## config.mk

```make
export PLATFORM = sky130hd
export DESIGN_NAME = bec_ctrl
export DESIGN_NICKNAME = d
export VERILOG_FILES = /design/src/hdl/bec_pkg.sv /design/src/hdl/bec_ctrl.sv
export SDC_FILE = /design/constraint.sdc
export NUM_CORES = 1
export LEC_CHECK = 0
export BUFFER_PORTS_ARGS = -buffer_cell sky130_fd_sc_hd__buf_2
export CORE_AREA = 2 2 39 41
export CTS_BUF_LIST = sky130_fd_sc_hd__clkbuf_8 sky130_fd_sc_hd__clkbuf_16
export CTS_CLUSTER_DIAMETER = 60
export CTS_CLUSTER_SIZE = 12
export DETAILED_ROUTE_END_ITERATION = 8
export DIE_AREA = 0 0 41 43
export GPL_TIMING_DRIVEN = 0
export PLACE_DENSITY = 0.62
export REMOVE_ABC_BUFFERS = 1
export SETUP_SLACK_MARGIN = 0.05
export SKIP_LAST_GASP = 1
export SYNTH_ARGS = -nofsm -noshare
export SYNTH_HDL_FRONTEND = slang
export SYNTH_SLANG_ARGS = --single-unit
```

## constraint.sdc

```tcl
create_clock -name clk -period 1.44 [get_ports clk]
set_input_delay 0.216 -clock clk [delete_from_list [all_inputs] [get_ports clk]]
set_output_delay 0.216 -clock clk [all_outputs]
set_load 0.02 [all_outputs]
```

## src/hdl/bec_pkg.sv

```systemverilog
// Shared types and constants for the byte entropy change monitor.
// Used by bec_ctrl, bec_dp and byte_entropy_change_monitor_top.
package bec_pkg;

  localparam logic [19:0] OUT_MAX       = 20'hFFFFF;
  localparam logic [6:0]  THR_RESET     = 7'd10;
  // ceil(2^32 / 100); exact floor(x/100) for x below 2^30
  localparam logic [25:0] RECIP100      = 26'd42949673;
  localparam int          RECIP_SHIFT   = 32;
  localparam logic        CMD_RECORD    = 1'b0;
  localparam logic        CMD_COMPARE   = 1'b1;

  typedef struct packed {
    logic       cmd;
    logic [3:0] region_index;
    logic [7:0] data_byte;
    logic       last_byte;
  } in_word_t;

  typedef struct packed {
    logic [19:0] entropy;
    logic [19:0] reference_entropy;
    logic        changed;
    logic        count_overflow;
  } out_word_t;

  typedef enum logic [3:0] {
    S_CLEAR,
    S_IDLE,
    S_DRAIN,
    S_BIN_RD,
    S_BIN_CHK,
    S_LOG,
    S_MUL,
    S_ACC,
    S_DIV_INIT,
    S_DIV,
    S_NLOG,
    S_NSQ,
    S_FIN,
    S_REF,
    S_BAND,
    S_DONE
  } state_t;

  typedef struct packed {
    logic accept;
    logic clr_we;
    logic bin_rd;
    logic bin_inc;
    logic log_load_bin;
    logic log_load_n;
    logic log_step;
    logic mul;
    logic acc_add;
    logic div_init;
    logic div_step;
    logic fin;
    logic ref_mul;
    logic band;
    logic done;
  } cmd_t;

  typedef struct packed {
    logic bin_zero;
    logic bin_last;
    logic cnt_zero;
  } sts_t;

endpackage

```

## src/hdl/bec_ctrl.sv

```systemverilog
// Sequencer for the monitor: histogram clear, byte intake, histogram sweep, log/divide steps and compare.
// Depends on bec_pkg; drives bec_dp through cmd_t and reads sts_t.
module bec_ctrl (
  input  logic          clk,
  input  logic          rst,
  input  logic          start,
  input  logic          last,
  input  bec_pkg::sts_t sts,
  output bec_pkg::cmd_t cmd,
  output logic          busy
);
  import bec_pkg::*;

  state_t state, state_next;

  always_ff @(posedge clk) begin
    if (rst) begin
      state <= S_CLEAR;
    end else begin
      state <= state_next;
    end
  end

  always_comb begin
    state_next = state;
    cmd        = '0;
    busy       = 1'b1;
    unique case (state)
      S_CLEAR: begin
        cmd.clr_we  = 1'b1;
        cmd.bin_inc = 1'b1;
        if (sts.bin_last) state_next = S_IDLE;
      end
      S_IDLE: begin
        busy = 1'b0;
        if (start) begin
          cmd.accept = 1'b1;
          if (last) state_next = S_DRAIN;
        end
      end
      // let the last byte's bin update land before the sweep
      S_DRAIN: state_next = S_BIN_RD;
      S_BIN_RD: begin
        cmd.bin_rd = 1'b1;
        state_next = S_BIN_CHK;
      end
      S_BIN_CHK: begin
        if (sts.bin_zero) begin
          cmd.bin_inc = 1'b1;
          state_next  = sts.bin_last ? S_DIV_INIT : S_BIN_RD;
        end else begin
          cmd.log_load_bin = 1'b1;
          state_next       = S_LOG;
        end
      end
      S_LOG: begin
        cmd.log_step = 1'b1;
        if (sts.cnt_zero) state_next = S_MUL;
      end
      S_MUL: begin
        cmd.mul    = 1'b1;
        state_next = S_ACC;
      end
      S_ACC: begin
        cmd.acc_add = 1'b1;
        cmd.bin_inc = 1'b1;
        state_next  = sts.bin_last ? S_DIV_INIT : S_BIN_RD;
      end
      S_DIV_INIT: begin
        cmd.div_init = 1'b1;
        state_next   = S_DIV;
      end
      S_DIV: begin
        cmd.div_step = 1'b1;
        if (sts.cnt_zero) state_next = S_NLOG;
      end
      S_NLOG: begin
        cmd.log_load_n = 1'b1;
        state_next     = S_NSQ;
      end
      S_NSQ: begin
        cmd.log_step = 1'b1;
        if (sts.cnt_zero) state_next = S_FIN;
      end
      S_FIN: begin
        cmd.fin    = 1'b1;
        state_next = S_REF;
      end
      S_REF: begin
        cmd.ref_mul = 1'b1;
        state_next  = S_BAND;
      end
      S_BAND: begin
        cmd.band   = 1'b1;
        state_next = S_DONE;
      end
      S_DONE: begin
        cmd.done   = 1'b1;
        state_next = S_IDLE;
      end
      default: state_next = S_IDLE;
    endcase
  end

endmodule

```

# == After elaboration in Yosys (flattened, before gate mapping) ==
# Index checks and enable logic that the tools add are counted.
# totals
reg_bits,4
output_inout_bits,16
word_cells,54
# op_classes
n_eq_ne,21
mux,28
reduce_logical,4
# op_table
cell,count
$pmux 4 s16,1
$eq 4x4->1 const B,8
$mux 4,8
$mux 1,18
$eq 4x3->1 const B,4
$ne 2x2->1 const B,6
$eq 4x2->1 const B,2
$reduce_and 6->1,1
$eq 4x1->1 const B,1
$logic_not 4->1,1
$reduce_or 2->1,2
$pmux 1 s2,1

# == Depth between registers and ports, before layout ==
# depth
ltp_word,3
ltp_mapped,5
depth_no_buf,4

# == Worst setup path before layout ==
# OpenSTA, ideal clock, no wires.
# synth_timing
path_type,register to output
start,reg state[3]
end,out cmd[10] in the netlist's numbering
t_arrival_ns,1.314
t_required_ns,1.224
slack_ns,-0.090
path_stages_with_launch,4
n_path_buf,2
path_cell_list,dfxtp_1 -> buf_2 -> buf_2 -> nor4_1
# synth_lines
item,line,source
"start, declared",bec_ctrl.sv:14,"state_t state, state_next;"
"start signal, assigned",bec_ctrl.sv:20,state <= state_next;
"end, declared",bec_ctrl.sv:9,"output bec_pkg::cmd_t cmd,"

==> impl_metrics.csv <==
group,metric,value,unit
synthesis,synth_area_leaders,"dfxtp_1 19%, nor2_1 11%, a21oi_1 7.0%, nand2_1 6.1%, buf_6 5.2%",
floorplanning,die_w,41,um
global_routing,grt_util_all_layers,0.195,
sta,skew,5.80,ps
clock_tree,path_clk_slew,30,ps
route,wl_per_cell,14.3,um
floorplanning,core_region_area,0.00138,mm^2
cells_and_area,stdcell_area,892,um^2
cells_and_area,reg_top3,"state x4",
sta,hold_viol,0,
worst_setup_path,worstPathRequired,1220,ps
synthesis,yosysSeqAreaShare,0.187,
status,status,"finished, violations left",
placed_design,place_inst,98,
cells_and_area,drive_gt1_frac,0.667,
synthesis,synth-seq-cells,4,
synthesis,synth_warnings,0,
sta,fmax,0.652,GHz
synthesis,netlist.area_leader.share,0.187,
synthesis,synth.distinct_cells,26,
worst_setup_path,worstPathArrival,1320,ps
global_routing,antenna_found_initial,0,
synthesis,synthArstFlopShare,0,
pwr,p_leak,0.000388,uW
global_routing,grt_start_max_net_pins,18,
cells_and_area,area_growth,108,%
route,initialDrtViolationCount,6,
floorplanning,io-pin-count,23,
synthesis,synth_top_area_cell,"dfxtp_1",
route,dr.pass1.iters,4,
floorplanning,fp.dieH,43,um
route,post_drt_via_cell_ratio,5.34,
floorplanning,rows,14,
worst_setup_path,start_kind,"flop",
worst_setup_path,critPathKind,"flop to output pin",
cells_and_area,fin_nets,111,
sta,rsz0062_at_grt,"yes",
placed_design,place_area,522,um^2
clock_tree,htreeDepth,1,
synthesis,synthCells,65,
run,drv_cap,0,
clock_tree,ctsRootBufferMaster,"clkbuf_8",
global_routing,use_met1,0.228,
route,drtAntennaViolNets,0,
clock_tree,cts_buffer_depth,2,
cells_and_area,fin_cells,118,
global_routing,grt_pass1_wl,2340,um
sta,setup_ws,-93.7,ps
synthesis,synth_edf_count,0,
global_routing,grt_pass1_vias,522,
cells_and_area,n_antenna_cell,0,
cells_and_area,regMostFlops,"state",
synthesis,synthFlopType,"dfxtp_1",
route,via_count,630,
min_path,hold_path.class,"input pin to flop",
sta,finalMaxSlewViolations,0,
clock_tree,clock_latency,220,ps
placed_design,port_buffers,22,
global_routing,overflow,0,
synthesis,avgSynthCellArea,6.60,um^2
floorplanning,initial_core_util,0.310,
status,violations,"setup timing",
placed_design,place_worst_setup_slack,-183,ps
sta,slew_headroom,0.792,
clock_tree,cts_buffers,3,
global_routing,top_usage_layer,"met2",
route,drcViolationCount,0,
pwr,peakVddDrop,0.000508,V
global_routing,grtUsageMet3,0.0681,
cells_and_area,largest_reg_flops,4,
placed_design,place_hpwl,806,um
sta,min_period,1530,ps
global_routing,met2_usage,0.316,
sta,setup_viol,5,
pwr,power_density,553,mW/mm^2
synthesis,synth.cell_area,429,um^2
floorplanning,die_area,0.00176,mm^2
clock_tree,cts_sinks,4,
placed_design,gp_congestion,0.708,
worst_setup_path,cp_max_fo,4,
clock_tree,cts_tree,"done",
sta,tightestPinTransition,310,ps
sta,final.period_utilization,1.07,
worst_setup_path,cp-end-kind,"output pin",
route,wl,1690,um
## area by class of cell
cell class	count	area, um^2
fill	114	492
inverter	4	18.8
clock buffer	3	41.3
multi-input combinational	52	408
tap	16	20.0
timing repair buffer	39	309
sequential	4	95.1
## metrics by stage
stage          TNS [ps]  power (uW)  utilization  hold WS (ps)
6_report           -252         493        0.645           240
5_1_grt            -558         516        0.645           239
4_1_cts            -419         472        0.561           227
3_5_place_dp       -529         202        0.377           458
3_3_place_gp       -585         202        0.377           460
2_1_floorplan      -367         172            -           282
## cells by family (layout without fill, tap and decap cells)
family,count (synthesis),after routing,share of synthesized area
flops,4,4,0.187
compound gates,16,16,0.259
buf+inv,9,46,0.122
mux,2,2,0.0496
xor+xnor,1,1,0.0204
simple gates,33,33,0.362
## where the power goes
part | switching, uW | internal (uW) | leakage [uW]
sequential | 9.49 | 110 | 0.0000355
clock | 54.2 | 178 | 0.0000216
combinational | 70.1 | 71.9 | 0.000331
## timing repair
item	CTS	global route
buffers inserted	14	4
pin swaps	5	6
resized for setup	29	27
setup endpoints to repair	18	17
hold buffers	0	0
## routing by layer
| layer | share of wire | wire (um) |
|---|---|---|
| met5 | 0 | 0 |
| met4 | 0.022 | 38 |
| met3 | 0.069 | 117 |
| met2 | 0.52 | 883 |
| met1 | 0.38 | 650 |
## synthesized netlist by cell type, types with 2 or more instances
cell type,count
nor2_1,13
nand2_1,7
a21oi_1,6
dfxtp_1,4
inv_1,4
buf_2,3
nor3_1,3
a211oi_1,2
a311oi_1,2
buf_6,2
nand2b_1,2
nor4_1,2
o21ai_0,2
## cells in the final DEF, fill, tap and decap left out, drive strengths merged, types with 2 or more instances in the layout
cell type | Yosys | layout
a211oi | 2 | 2
a21oi | 6 | 6
a311oi | 2 | 2
buf | 5 | 39
clkbuf | 0 | 3
dfxtp | 4 | 4
inv | 4 | 3
nand2 | 7 | 7
nand2b | 2 | 2
nor2 | 13 | 13
nor3 | 3 | 3
nor4 | 2 | 2
o21ai | 2 | 2
## critical path: stages, from the launching register on
cell     delay (ps)
dfxtp_4         350
or2b_4          270
mux2_4          280
nor2_4           80
buf_6           110
## final timing paths
kind	startpoint	to	slack, ps	depth (start not counted)
max	state[2]	cmd[8]	-90	4
min	rst	state[0]	240	2
max reg2reg	state[2]	state[0]	20	5
min reg2reg	state[0]	state[0]	720	2
(Power assumes the default switching activity.)
